`config.mk`:
```
export PLATFORM = sky130hd
export DESIGN_NAME = tcf_ctrl
export DESIGN_NICKNAME = d
export VERILOG_FILES = /design/src/tcf_pkg.sv /design/src/tcf_ctrl.sv
export SDC_FILE = /design/constraint.sdc
export NUM_CORES = 1
export LEC_CHECK = 0
export BUFFER_PORTS_ARGS = -buffer_cell sky130_fd_sc_hd__buf_2
export CAP_MARGIN = 10
export CORE_MARGIN = 2
export CORE_UTILIZATION = 25
export DETAILED_ROUTE_END_ITERATION = 7
export SLEW_MARGIN = 40
export SYNTH_ARGS = -nofsm -noshare
export SYNTH_HDL_FRONTEND = slang
export SYNTH_SLANG_ARGS = --single-unit
```
`constraint.sdc`:
```
create_clock -name clk -period 2 [get_ports clk]
set_input_delay 0.1 -clock clk [delete_from_list [all_inputs] [get_ports clk]]
set_output_delay 0.1 -clock clk [all_outputs]
set_load 0.01 [all_outputs]
```
`src/tcf_pkg.sv`:
```
// Shared constants, command/status structs and the CORDIC angle table
// for the tilt complementary filter. No dependencies.
package tcf_pkg;

    localparam int WindowLen = 10;
    localparam int IdxW = $clog2(WindowLen);
    localparam int SumW = 20;
    localparam int SqW = 41;       // sum of two squares of 20-bit values
    localparam int RootW = 21;
    localparam int CordW = 40;     // CORDIC x/y width
    localparam int ZW = 26;        // CORDIC angle accumulator
    localparam int AngW = 24;
    localparam int CordSteps = 16;
    localparam logic [16:0] WeightReset = 17'd62915;
    localparam logic [16:0] WeightOne = 17'd65536;
    localparam logic signed [AngW-1:0] AngMax = 24'sh7FFFFF;
    localparam logic signed [AngW-1:0] AngMin = -24'sh800000;

    // Controller to datapath commands.
    typedef struct packed {
        logic load;        // take input item, update window and sums
        logic sq_start;    // form squared magnitude for the current axis
        logic sqrt_step;   // one root digit
        logic cord_init;   // load CORDIC operands
        logic cord_step;   // one CORDIC rotation
        logic gyro_mul;    // rate * dt
        logic gyro_div;    // one of the two /250 steps
        logic gyro_sat;    // saturate gyro angle
        logic blend_mul;   // weighted products
        logic blend_fin;   // sum, round, store state
        logic [1:0] axis;  // 0 pitch, 1 roll, 2 yaw
    } tcf_cmd_t;

    typedef struct packed {
        logic sqrt_done;
        logic cord_done;
        logic div_done;
    } tcf_status_t;

    function automatic logic [ZW-1:0] atan_entry(input logic [3:0] i);
        logic [ZW-1:0] v;
        unique case (i)
            4'd0:  v = 26'd2949120;
            4'd1:  v = 26'd1740967;
            4'd2:  v = 26'd919879;
            4'd3:  v = 26'd466945;
            4'd4:  v = 26'd234379;
            4'd5:  v = 26'd117304;
            4'd6:  v = 26'd58666;
            4'd7:  v = 26'd29335;
            4'd8:  v = 26'd14668;
            4'd9:  v = 26'd7334;
            4'd10: v = 26'd3667;
            4'd11: v = 26'd1833;
            4'd12: v = 26'd917;
            4'd13: v = 26'd458;
            4'd14: v = 26'd229;
            default: v = 26'd115;
        endcase
        return v;
    endfunction

endpackage

```
`src/tcf_ctrl.sv`:
```
// Sequencer for the tilt filter: steps the datapath through a window update,
// then square root, CORDIC, gyro and blend for each of three axes. Uses tcf_pkg.
module tcf_ctrl (
    input  logic                 clk,
    input  logic                 rst_n,
    input  logic                 in_fire,
    input  logic                 out_free,
    input  tcf_pkg::tcf_status_t status,
    output tcf_pkg::tcf_cmd_t    cmd,
    output logic                 busy,
    output logic                 result_done
);

    localparam logic [3:0] S_IDLE = 4'd0;
    localparam logic [3:0] S_SQ   = 4'd1;
    localparam logic [3:0] S_SQRT = 4'd2;
    localparam logic [3:0] S_CINI = 4'd3;
    localparam logic [3:0] S_CORD = 4'd4;
    localparam logic [3:0] S_GMUL = 4'd5;
    localparam logic [3:0] S_GDIV = 4'd6;
    localparam logic [3:0] S_GSAT = 4'd7;
    localparam logic [3:0] S_BMUL = 4'd8;
    localparam logic [3:0] S_BFIN = 4'd9;
    localparam logic [3:0] S_OUT  = 4'd10;

    logic [3:0] state_reg, state_next;
    logic [1:0] axis_reg, axis_next;

    always_ff @(posedge clk or negedge rst_n)
    begin
        if (!rst_n)
        begin
            state_reg <= S_IDLE;
            axis_reg  <= 2'd0;
        end
        else
        begin
            state_reg <= state_next;
            axis_reg  <= axis_next;
        end
    end

    always_comb
    begin
        state_next  = state_reg;
        axis_next   = axis_reg;
        cmd         = '0;
        cmd.axis    = axis_reg;
        result_done = 1'b0;
        unique case (state_reg)
            S_IDLE:
            begin
                if (in_fire)
                begin
                    cmd.load   = 1'b1;
                    axis_next  = 2'd0;
                    state_next = S_SQ;
                end
            end
            S_SQ:
            begin
                cmd.sq_start = 1'b1;
                state_next   = S_SQRT;
            end
            S_SQRT:
            begin
                cmd.sqrt_step = 1'b1;
                if (status.sqrt_done)
                    state_next = S_CINI;
            end
            S_CINI:
            begin
                cmd.cord_init = 1'b1;
                state_next    = S_CORD;
            end
            S_CORD:
            begin
                cmd.cord_step = 1'b1;
                if (status.cord_done)
                    state_next = S_GMUL;
            end
            S_GMUL:
            begin
                cmd.gyro_mul = 1'b1;
                state_next   = S_GDIV;
            end
            S_GDIV:
            begin
                cmd.gyro_div = 1'b1;
                if (status.div_done)
                    state_next = S_GSAT;
            end
            S_GSAT:
            begin
                cmd.gyro_sat = 1'b1;
                state_next   = S_BMUL;
            end
            S_BMUL:
            begin
                cmd.blend_mul = 1'b1;
                state_next    = S_BFIN;
            end
            S_BFIN:
            begin
                cmd.blend_fin = 1'b1;
                if (axis_reg == 2'd2)
                    state_next = S_OUT;
                else
                begin
                    axis_next  = axis_reg + 2'd1;
                    state_next = S_SQ;
                end
            end
            S_OUT:
            begin
                if (out_free)
                begin
                    result_done = 1'b1;
                    state_next  = S_IDLE;
                end
            end
            default:
                state_next = S_IDLE;
        endcase
    end

    assign busy = (state_reg != S_IDLE);

    a_load_idle: assert property (@(posedge clk) disable iff (!rst_n)
        cmd.load |-> state_reg == S_IDLE) else $error("load outside idle");
    a_axis_range: assert property (@(posedge clk) disable iff (!rst_n)
        axis_reg != 2'd3) else $error("axis out of range");
    a_fin_adv: assert property (@(posedge clk) disable iff (!rst_n)
        cmd.blend_fin && axis_reg != 2'd2 |=> state_reg == S_SQ)
        else $error("blend did not advance axis");
endmodule

```
======== After elaboration in Yosys (flattened, before gate mapping) ========
Cells that the tools add are included.
cells by class
  add/subtract/negate cells ............... 1
  eq/ne operators ......................... 17
  multiplexer cells ....................... 23
  reductions and logical operators ........ 5
operators by type and width
  operator               number
  $pmux W4 S11           1
  $mux W4                6
  $eq A4 B3 Y1 const B   4
  $mux W1                13
  $eq A4 B4 Y1 const B   3
  $ne A2 B2 Y1 const B   6
  $eq A4 B2 Y1 const B   2
  $reduce_and A5 Y1      1
  $eq A4 B1 Y1 const B   1
  $logic_not A4 Y1       1
  $mux W2                2
  $pmux W2 S2            1
  $reduce_bool A4 Y1     1
  $reduce_and A3 Y1      1
  $add A2 B1 Y2 const B  1
  $eq A2 B2 Y1 const B   1
  $reduce_bool A2 Y1     1
word-level totals
  bits in registers ....................... 6
  output and inout bits ................... 14
  logic and storage cells ................. 48

======== Logic depth before layout (Yosys ltp) ========
Gate-level depths: netlist of the first run.
  word-level depth ........................ 3
  depth in mapped cells ................... 5
  mapped depth without buffers ............ 4

======== Worst setup path after synthesis of the first run ========
No wires, ideal clock.
  path type ............................... reg-to-reg
  start point ............................. register state_reg[2]
  end point ............................... register state_reg[0]
  setup time .............................. 131 ps
  arrival ................................. 1,330 ps
  required time ........................... 1,869 ps
  setup slack ............................. 539 ps
  cell stages (with the launch flop) ...... 5
  buffers on the path ..................... 1
  cell sequence ........................... dfrtp_1 buf_6 mux4_2 nor3b_1 or3_1
between the ends
  cells in the longest elaborated chain, start to end .. 3
  elaborated cells between the ends (all ways) .. 18
ends and longest elaborated chain
  element                                     line            RTL
  start, declared                             tcf_ctrl.sv:26  logic [3:0] state_reg, state_next;
  start signal, assigned                      tcf_ctrl.sv:38  state_reg <= state_next;
  $eq A4 B2 Y1, or another cell as far along  tcf_ctrl.sv:50  unique case (state_reg)
  $ne A2 B2 Y1 (no line)                      n/a
  $reduce_and A5 Y1 (no line)                 n/a
Parallel ways exist; a longest one is shown, timed or not.
A chain may end at the register's enable or synchronous reset.

======== Worst setup path after layout of the first run ========
Ends and elaborated chain as after synthesis.

==> out/metrics.yaml, run 1 <==
route:
  drt_first_pass_iters: 4
  drt_iter0_drc: 13
  wl_per_cell_um: 11.8
  wirelength_mm: 1.05
  vias: 449
  vias_per_cell: 5.04
  antenna_left: 0
  drcViolationCount: 0
yosys:
  ys_types: 22
  synthCells: 53
  synth_top_area_cell: "dfrtp_1"
  yosysWarnings: 0
  ys_ff_latch: 6
  synth_area_sq_um: 439
  avgSynthCellArea_sq_um: 8.29
  synthTopCellsByArea: "dfrtp_1 (34%), nor3_1 (8.0%), nor2_1 (6.0%)"
  synth_top_area_share_pct: 34.2
  synth_nets: 61
  ys_seq_area_share_pct: 34.2
global_routing:
  grt_usage_pct: 11.2
  grt_pass1_wl_mm: 1.61
  grt-ovfl-total: 0
  grt_max_degree: 11
  antenna_found_initial: 0
  grt_pass1_vias: 366
setup_path:
  worstSetupEndpointType: "flip-flop"
  r2r_start: "state_reg[2]"
  worst-setup-path-type: "reg -> reg"
  crit_start: "state_reg[2]"
  critPathTopFamily: "multiplexers"
  slowest_delay_ns: 0.53
  critPathSlowestCell: "mux4_2"
  reg2regPathDepth: 3
  worstPathArrival_ns: 1.73
  crit_required_ns: 2.12
  crit_fanout: 9
  cp_num_buf_inv: 0
  cp.depth: 3
  worstPathCellList: "mux4_2, nor3b_1, or3_1"
  cp-start-kind: "flip-flop"
clock_tree:
  cts_root_buf: "clkbuf_4"
  clock_latency_ns: 0.24
  cts_tree: "done"
  cts_buffer_depth: 2
  cts_sinks: 6
  clk_pin_slew_ns: 0.05
  ctsHoldBuffers: 1
  ctsHtreeMaxLevel: 1
  postCtsResizedCells: 0
  post_cts_buffers: 0
  cts_buffers: 3
sta:
  setup_ws_ns: 0.394
  tightestPinTransition_ns: 0.308
  fin_skew_ns: 0.00371
  max_slew_margin_pct: 79.4
  finalSetupViolCount: 0
  min_period_ns: 1.61
  slew_viol_final: 0
  rsz0062_at_grt: "false"
  hold_viol: 0
  setup_tns_ns: 0
  fmax_ghz: 0.623
  post-route-period-util_pct: 80.3
floorplan:
  die_w_um: 45.9
  core-area_sq_um: 1690
  dieArea_sq_um: 2110
  die_h_um: 45.9
  start_util_pct: 26.0
  rows: 15
  io_pins: 21
finish:
  area_growth_pct: 26.5
  diodes: 0
  nets: 82
  largest_reg_flops: 4
  drive_above_1_share_pct: 33.3
status:
  status: "finished, final reports clean"
worst_hold_path:
  hold_depth: 3
  hp-start: "out_free"
  hold_path.class: "in -> reg"
power_and_ir_drop:
  power_leakage_nw: 0.286
  vdd.ir_drop.worst_v: 0.000539
  power_density_nw_per_um2: 1460
placement:
  pre_cts_ws_ns: 0.419
  portBuffers: 20
  place_hpwl_um: 810
  gp_congestion: 0.842
run:
  drv_cap: 0
[cells in the mapped netlist]
master    number
dfrtp_1        6
nand2b_1       3
a21boi_0       1
or4_1          2
mux4_2         1
o31ai_1        2
or3_1          1
or2b_1         1
nor3b_1        1
and3_1         1
buf_6          2
xnor2_1        1
o22ai_1        2
inv_1          4
buf_2          2
ha_1           1
nor3_1         7
clkbuf_2       1
nand2_1        2
a21oi_1        4
o21a_1         1
nor2_1         7
[power by group]
part           leakage (nW)  switching (mW)  internal [mW]
Combinational         0.195           0.233          0.195
Sequential           0.0781           0.100          0.171
Clock                0.0138          0.0443         0.0679
Total                 0.286           0.377          0.434
[cells by family (layout without fill, tap and decap cells)]
family / Yosys count / after routing / synth area share (%)
DFF: 6 / 6 / 34.2
AOI/OAI and AO/OA: 10 / 10 / 14.2
adders and majority gates: 1 / 1 / 2.85
xor gates and xnor gates: 1 / 1 / 1.99
and+or+nand+nor: 25 / 25 / 29.6
muxes: 1 / 1 / 5.13
buffers and inverters: 9 / 28 / 12.0
[per-stage QoR]
step	cell area [sq um]	total power [mW]	utilization [%]	hold slack (ns)	cells
final	556	0.811	32.9	0.180	89
after global routing	556	0.888	32.9	0.200	89
after CTS	556	0.817	32.9	0.169	89
after detailed placement	523	0.696	31.0	-0.0631	85
after global placement	523	0.694	31.0	-0.0602	85
after floorplan	439	0.608	-	-0.196	53
[cell usage in the layout (no fill, tap or decap)]
cell type      instances
a21oi_1                4
ha_1                   1
and3_1                 1
nand2_1                2
dlygate4sd3_1          1
nor2_1                 7
or4_1                  2
o21a_1                 1
mux4_2                 1
a21boi_0               1
clkbuf_4               3
o31ai_1                2
dfrtp_1                6
or2b_1                 1
buf_2                 20
or3_1                  1
inv_1                  4
nor3_1                 7
o22ai_1                2
nand2b_1               3
nor3b_1                1
xnor2_1                1
[area by class of cell]
cell class	count	area, sq um
fill	175	1130
clock buffer	3	22.5
tap	17	21.3
inverter	4	15.0
timing repair buffer	21	110
sequential	6	150
multi-input combinational	38	236
[path summary, 6_finish.rpt]
| path | end | slack (ns) |
|---|---|---|
| setup / recovery | state_reg[0] | 0.39 |
| hold / removal | state_reg[1] | 0.18 |
| setup reg to reg | state_reg[0] | 0.39 |
| hold reg to reg | axis_reg[1] | 0.55 |
| max in group asynchronous | state_reg[1] | 1.65 |
| min in group asynchronous | state_reg[2] | 0.21 |
[worst register-to-register path: cells and delay by family (launching register included)]
kind,cells,cell delay [ns]
mux,1,0.53
flops,1,0.51
simple gates,2,0.44
[routing by layer]
metal	part of all wire [%]	global-route usage (%)
met5	0	0
met4	2.1	12.0
met3	9.5	1.19
met2	43	13.6
met1	45	15.9
No activity file was read; power rests on OpenSTA's default activity.
==> inputs of run 2 (changes only) <==
==> constraint.sdc (replaced) <==
create_clock -name clk -period 1.45 [get_ports clk]
set_input_delay 0.0725 -clock clk [delete_from_list [all_inputs] [get_ports clk]]
set_output_delay 0.0725 -clock clk [all_outputs]
set_load 0.01 [all_outputs]
==> run 2 against run 1 <==
- the flow now finishes with violations (negative setup slack)
- critical path depth unchanged
- global-route usage up 2.0 points
- final cell count up 15%
- via count up 15%
- clock-buffer cell count unchanged
- core utilization up 8.0 points
- sequential cell count unchanged
- routed wire length up 19%
- sequential power up 15%
- combinational power up 130%
- critical path type unchanged
- largest power group unchanged
- highest routed layer unchanged
==> out/metrics.yaml, run 2 (synthesis gave the netlist of run 1 again) <==
clock_tree:
  clock_latency_ns: 0.24  # about the same
  cts_sinks: 6  # unchanged
  cts_root_buf: "clkbuf_4"
  cts_tree: "done"
  cts_buffer_depth: 2  # unchanged
  ctsHtreeMaxLevel: 1  # unchanged
  cts_buffers: 3  # unchanged
  clk_pin_slew_ns: 0.05  # about the same
placement:
  portBuffers: 20  # unchanged
  dpl_cell_area_sq_um: 591  # +13%
  place_hpwl_um: 933  # +15%
  gp_congestion: 0.881  # +4.6%
  pre_cts_ws_ns: 0.0211  # -0.398 ns
  placed_cells: 94  # +11%
setup_path:
  worstPathArrival_ns: 1.58  # -0.15 ns
  worstSetupEndpointType: "flip-flop"
  crit_required_ns: 1.57  # -0.55 ns
  worst-setup-path-type: "reg -> reg"
  cp-start-kind: "flip-flop"
  crit_fanout: 3  # -6
sta:
  finalSetupViolCount: 1  # +1
  rsz0062_at_grt: "true"
  fin_skew_ns: 0.00347  # -0.000240 ns
  max_slew_margin_pct: 86.3  # +6.9 points
  hold_viol: 0  # unchanged
  post-route-period-util_pct: 100  # +20 points
  tightestPinTransition_ns: 0.203  # -0.105 ns
  holdWs_ns: 0.153  # -0.0267 ns
  min_period_ns: 1.46  # -0.151 ns
  slew_viol_final: 0  # unchanged
  setup_ws_ns: -0.00527  # -0.399 ns
  fmax_ghz: 0.687  # +10%
power_and_ir_drop:
  p_int_mw: 0.840  # +94%
  vdd.ir_drop.worst_v: 0.000837  # +55%
  clkPwrFrac_pct: 10.8  # -3.0 points
  power_density_nw_per_um2: 2090  # +44%
  switching_share_pct: 42.0  # -4.6 points
  p_sw_mw: 0.607  # +61%
  power_mw: 1.45  # +78%
  combPwrFrac_pct: 67.7  # +15 points
  p_seq_share_pct: 21.5  # -12 points
  power_leakage_nw: 0.361  # +26%
route:
  wl_per_cell_um: 12.3  # +4.3%
  vias_per_cell: 5.07  # +0.47%
  wirelength_mm: 1.26  # +19%
  drt_iter0_drc: 14  # +1
  drt_first_pass_iters: 4  # unchanged
  antenna_left: 0  # unchanged
  drcViolationCount: 0  # unchanged
  vias: 517  # +15%
floorplan:
  core-area_sq_um: 1690  # unchanged
  io_pins: 21  # unchanged
  dieArea_sq_um: 2110  # unchanged
  start_util_pct: 26.0  # unchanged
  die_h_um: 45.9  # unchanged
  die_w_um: 45.9  # unchanged
  rows: 15  # unchanged
finish:
  nets: 95  # +16%
  final_area_sq_um: 691  # +24%
  area_growth_pct: 57.3
  mostFrequentLayoutCells: "buf_2 (20), buf_4 (11), nor2_1 (7)"
  largest_reg_flops: 4  # unchanged
  final_common_cell: "buf_2"
  diodes: 0  # unchanged
  drive_above_1_share_pct: 51.8  # +18 points
  instances_no_fill: 102  # +15%
global_routing:
  grt-ovfl-total: 0  # unchanged
  antenna_found_initial: 0  # unchanged
  grt_pass1_vias: 435  # +19%
  grt_max_degree: 8  # -3
  grt_pass1_wl_mm: 1.90  # +18%
  grt_usage_pct: 13.2  # +2.0 points
run:
  drv_cap: 0  # unchanged
status:
  violations: "negative setup slack"
  status: "finished, violations left"
worst_hold_path:
  hold_path.class: "in -> reg"
-- run 2: worst max-delay path: stages, from the launching register on --
cell and delay (ns):
dfrtp_1 0.39, mux4_2 0.50, nor3b_1 0.14, or3_1 0.29
-- run 2: metrics by stage --
stage	TNS [ns]	utilization, %
after floorplan	-0.0112	-
after detailed placement	0	35.0
after CTS	-0.0256	39.7
after global routing	-0.139	40.9
after global placement	0	35.0
final	-0.00527	40.9
-- run 2: worst paths after layout --
| kind | startpoint | endpoint | slack [ns] | cells after the start |
|---|---|---|---|---|
| worst min-delay path | out_free | state_reg[1] | 0.15 | 3 |
| worst min register to register | axis_reg[1] | axis_reg[1] | 0.57 | 2 |
| max in group asynchronous | rst_n | state_reg[1] | 1.10 | 2 |
| worst max register to register | state_reg[2] | state_reg[0] | -0.005 | 3 |
| worst max-delay path | state_reg[2] | state_reg[0] | -0.005 | 3 |
| min in group asynchronous | rst_n | axis_reg[1] | 0.18 | 2 |
-- run 2: cell type report --
type / instances / area [sq um]
flip-flops and latches: 6 / 151
repair buffers: 34 / 215
fillers: 186 / 998
clock buffers: 3 / 22.5
inverters: 4 / 15.0
well taps: 17 / 21.3
multi-input cells: 38 / 265
-- run 2: per-layer routing --
metal  share of wire, %  vias to the layer above  track usage [%]  wire (um)
li1                   -                      250                -          -
met1                 45                      242             18.2        564
met2                 48                       23             17.8        600
met3                5.7                        2             1.19         72
met4                1.5                        0             12.0         19
met5                  0                        -                0          0
-- run 2: timing repair --
item,CTS,global route
pin swaps,1,1
endpoints found under the hold margin,6,0
hold buffers,1,0
gates resized for setup,4,5
setup endpoints to repair,3,8
buffers inserted,4,0
-- run 2: power by group through the flow --
| stage | clock [mW] | sequential [mW] | combinational [mW] |
|---|---|---|---|
| floorplan | 0 | 0.287 | 0.551 |
| global placement | 0 | 0.296 | 0.807 |
| detailed placement | 0 | 0.300 | 0.818 |
| CTS | 0.163 | 0.310 | 0.934 |
| global route | 0.175 | 0.320 | 1.07 |
| finish | 0.157 | 0.311 | 0.979 |
==> inputs of run 3 (changes only) <==
--- a/config.mk
+++ b/config.mk
@@ -5,6 +5,7 @@
 export SDC_FILE = /design/constraint.sdc
 export NUM_CORES = 1
 export LEC_CHECK = 0
+export ABC_AREA = 1
 export BUFFER_PORTS_ARGS = -buffer_cell sky130_fd_sc_hd__buf_2
 export CAP_MARGIN = 10
 export CORE_MARGIN = 2
==> constraint.sdc (replaced) <==
create_clock -name clk -period 1.45 [get_ports clk]
set_input_delay 0.3625 -clock clk [delete_from_list [all_inputs] [get_ports clk]]
set_output_delay 0.3625 -clock clk [all_outputs]
set_load 0.01 [all_outputs]
==> run 3 against run 2 <==
- the flow still finishes with violations (negative setup slack)
- critical path depth rose by 1
- worst hold slack improved by 0.21 ns
- register-to-register slack improved by 0.22 ns
- routed wire length rose by 18%
- non-clock buffer count fell by 3
- power rose by 28%
- final cell count rose by 29%
- die area rose by 5.7%
- critical path type is now reg -> out
- critical endpoint is now cmd[11]
- largest cell class unchanged
- highest routed layer unchanged
==> out/metrics.yaml, run 3 <==
status:
  status: "finished, violations left"
  violations: "negative setup slack"
global_routing:
  grt-ovfl-total: 0  # unchanged
  grt_usage_pct: 13.9  # +0.71 points
  use_met1_pct: 15.0  # -3.1 points
  antenna_found_initial: 0  # unchanged
  use_met2_pct: 24.1  # +6.3 points
  met3_usage_pct: 0.769  # -0.42 points
  grt_pass1_wl_mm: 2.08  # +9.4%
  grt_pass1_vias: 520  # +20%
  grt_busiest_layer: "met2"
  grt_max_degree: 7  # -1
finish:
  mostFrequentLayoutCells: "buf_2 (18), nor2_1 (12), nand2_2 (9), inv_1 (9), buf_4 (8)"
  nets: 117  # +23%
  largest_reg_flops: 4  # unchanged
  final_common_cell: "buf_2"
  drive_above_1_share_pct: 60.7  # +9.0 points
  final_area_sq_um: 808  # +17%
  area_growth_pct: 73.2
  diodes: 0  # unchanged
  fillers: 173  # -7.0%
  instances_no_fill: 132  # +29%
setup_path:
  crit_fanout: 6  # +3
  slowest_delay_ns: 0.48  # -0.02 ns
  worstPathArrival_ns: 1.19  # -0.39 ns
  cp_num_buf_inv: 1  # +1
  cp-start-kind: "flip-flop"
  critPathSlowestCell: "dfrtp_2"
  crit_start: "state_reg[0]"
  crit_required_ns: 1.09  # -0.48 ns
  critPathTopFamily: "flip-flops"
  worstPathCellList: "nor2_4, nand2_2, nor2_2, buf_2"
  worst-setup-path-type: "reg -> out"
  r2r_start: "state_reg[3]"
  worstSetupEndpointType: "output pin"
power_and_ir_drop:
  combPwrFrac_pct: 69.0  # +1.3 points
  p_int_mw: 0.918  # +9.4%
  clkPwrFrac_pct: 8.4  # -2.4 points
  p_sw_mw: 0.931  # +53%
  p_seq_share_pct: 22.7  # +1.2 points
  power_density_nw_per_um2: 2290  # +9.2%
  vdd.ir_drop.worst_v: 0.000908  # +8.5%
  power_leakage_nw: 0.416  # +15%
  power_mw: 1.85  # +28%
  switching_share_pct: 50.3  # +8.4 points
yosys:
  synth_top_area_share_pct: 32.2  # -2.0 points
  synth_common_cells: "nor2_1 (17), nand2_1 (14), inv_1 (12)"
  synthAdderAreaFrac_pct: 2.68  # -0.17 points
  synthCells: 73  # +38%
  synthTopCellsByArea: "dfrtp_1 (32%), nor2_1 (14%), nand2_1 (11%)"
  synth_compound_area_share_pct: 8.31  # -5.9 points
  yosysWarnings: 0  # unchanged
  ys_ff_latch: 6  # unchanged
  synth.most_common_cell: "nor2_1"
  synth_top_area_cell: "dfrtp_1"
  avgSynthCellArea_sq_um: 6.39  # -23%
  ys_seq_area_share_pct: 32.2  # -2.0 points
  synth_top_family_by_area: "simple AND/OR/NAND/NOR gates"
  synth-simple-area-share_pct: 46.4  # +17 points
  synthXorXnorAreaFrac_pct: 0  # -2.0 points
  ys_types: 17  # -23%
  synth_edf_count: 0  # unchanged
  synth_area_sq_um: 467  # +6.3%
  synth_nets: 81  # +33%
  synthFlopType: "dfrtp_1"
  muxShareOfSynthArea_pct: 0  # -5.1 points
  async_flop_share_pct: 100  # unchanged
floorplan:
  core-area_sq_um: 1750  # +3.3%
  die_w_um: 47.2  # +2.8%
  die_h_um: 47.2  # +2.8%
  start_util_pct: 26.7  # +0.74 points
  rows: 15  # unchanged
  dieArea_sq_um: 2230  # +5.7%
  io_pins: 21  # unchanged
clock_tree:
  cts_root_buf: "clkbuf_4"
  cts_buffers: 3  # unchanged
  cts_tree: "done"
  cts_buffer_depth: 2  # unchanged
  clock_latency_ns: 0.25  # about the same
  cts_sinks: 6  # unchanged
  clk_pin_slew_ns: 0.05  # about the same
  ctsHtreeMaxLevel: 1  # unchanged
worst_hold_path:
  hp-start: "out_free"
  hold_path.class: "in -> reg"
sta:
  slew_viol_final: 0  # unchanged
  tightestPinTransition_ns: 0.303  # +0.0997 ns
  min_period_ns: 1.56  # +0.102 ns
  setup_tns_ns: -0.768  # -0.763 ns
  max_slew_margin_pct: 79.6  # -6.7 points
  finalSetupViolCount: 12  # +11
  fin_skew_ns: 0.00564  # +0.00217 ns
  post-route-period-util_pct: 107  # +7.0 points
  setup_ws_ns: -0.107  # -0.102 ns
  fmax_ghz: 0.642  # -6.5%
  hold_viol: 0  # unchanged
  rsz0062_at_grt: "true"
placement:
  place_hpwl_um: 975  # +4.5%
  portBuffers: 20  # unchanged
  placed_cells: 120  # +28%
  dpl_cell_area_sq_um: 613  # +3.8%
  gp_congestion: 0.808  # -8.3%
route:
  antenna_left: 0  # unchanged
  drt_iter0_drc: 5  # -9
  wl_per_cell_um: 11.2  # -9.2%
  vias_per_cell: 4.31  # -15%
  drcViolationCount: 0  # unchanged
  drt_first_pass_iters: 4  # unchanged
  vias: 569  # +10%
  wirelength_mm: 1.48  # +18%
run:
  drv_cap: 0  # unchanged
run 3: changes by cell type after synthesis, sizes merged, moves of 4 or more:
cell   previous run  this run
nor2              7        24
nand3             0         4
inv               4        13
nand2             2        17
buf               4         0
nor3              7         1
run 3: stage by stage:
| stage | setup WS (ns) | hold WS, ns | util (%) |
|---|---|---|---|
| finish | -0.107 | 0.362 | 46.3 |
| global route | -0.153 | 0.374 | 46.3 |
| CTS | -0.107 | 0.361 | 41.8 |
| detailed placement | 0.0860 | 0.191 | 35.1 |
| global placement | 0.135 | 0.192 | 35.1 |
| floorplan | 0.210 | 0.0669 | - |
run 3: power by group through the flow:
stage	sequential [mW]	clock [mW]	combinational, mW
3_3_place_gp	0.337	0	0.843
5_1_grt	0.427	0.179	1.39
2_1_floorplan	0.337	0	0.572
3_5_place_dp	0.339	0	0.853
6_report	0.419	0.154	1.28
4_1_cts	0.351	0.163	1.07
run 3: repair_timing:
item                       in CTS  in global routing
hold endpoints to repair        6                  0
hold buffers                    1                  0
pin swaps                       5                  8
setup buffers                   6                  2
resized for setup              14                 20
setup endpoints to repair      12                 12
run 3: path summary, 6_finish.rpt:
check                          endpoint  cells after the start  slack [ns]
hold / removal             state_reg[3]                      2        0.36
setup reg to reg           state_reg[0]                      6        0.21
min in group asynchronous  state_reg[2]                      2        0.46
setup / recovery                cmd[11]                      4       -0.11
hold reg to reg             axis_reg[0]                      2        0.55
max in group asynchronous  state_reg[1]                      2        0.83
run 3: logic make-up after synthesis:
family          after synthesis
compound gates                6
fa+ha+maj                     1
buf+inv                      13
flops                         6
simple gates                 47
run 3: worst register-to-register path: stages, from the launching register on:
cell and delay [ns]:
dfrtp_2 0.46, buf_6 0.14, nand2_2 0.08, nor2_2 0.05, buf_4 0.13, nor3_1 0.20
nor2_1 0.07
run 3: final cells by class:
type	instances	area, sq um	area share [%]
well taps	25	31.3	3.87
clock buffers	3	22.5	2.79
multi-input cells	54	340	42.1
flip-flops and latches	6	155	19.2
inverters	13	53.8	6.66
repair buffers	31	205	25.4
run 3: layer usage:
layer | wire length (um) | part of all wire, %
met5 | 0 | 0
met1 | 586 | 40
met4 | 48 | 3.2
met2 | 798 | 54
met3 | 42 | 2.8
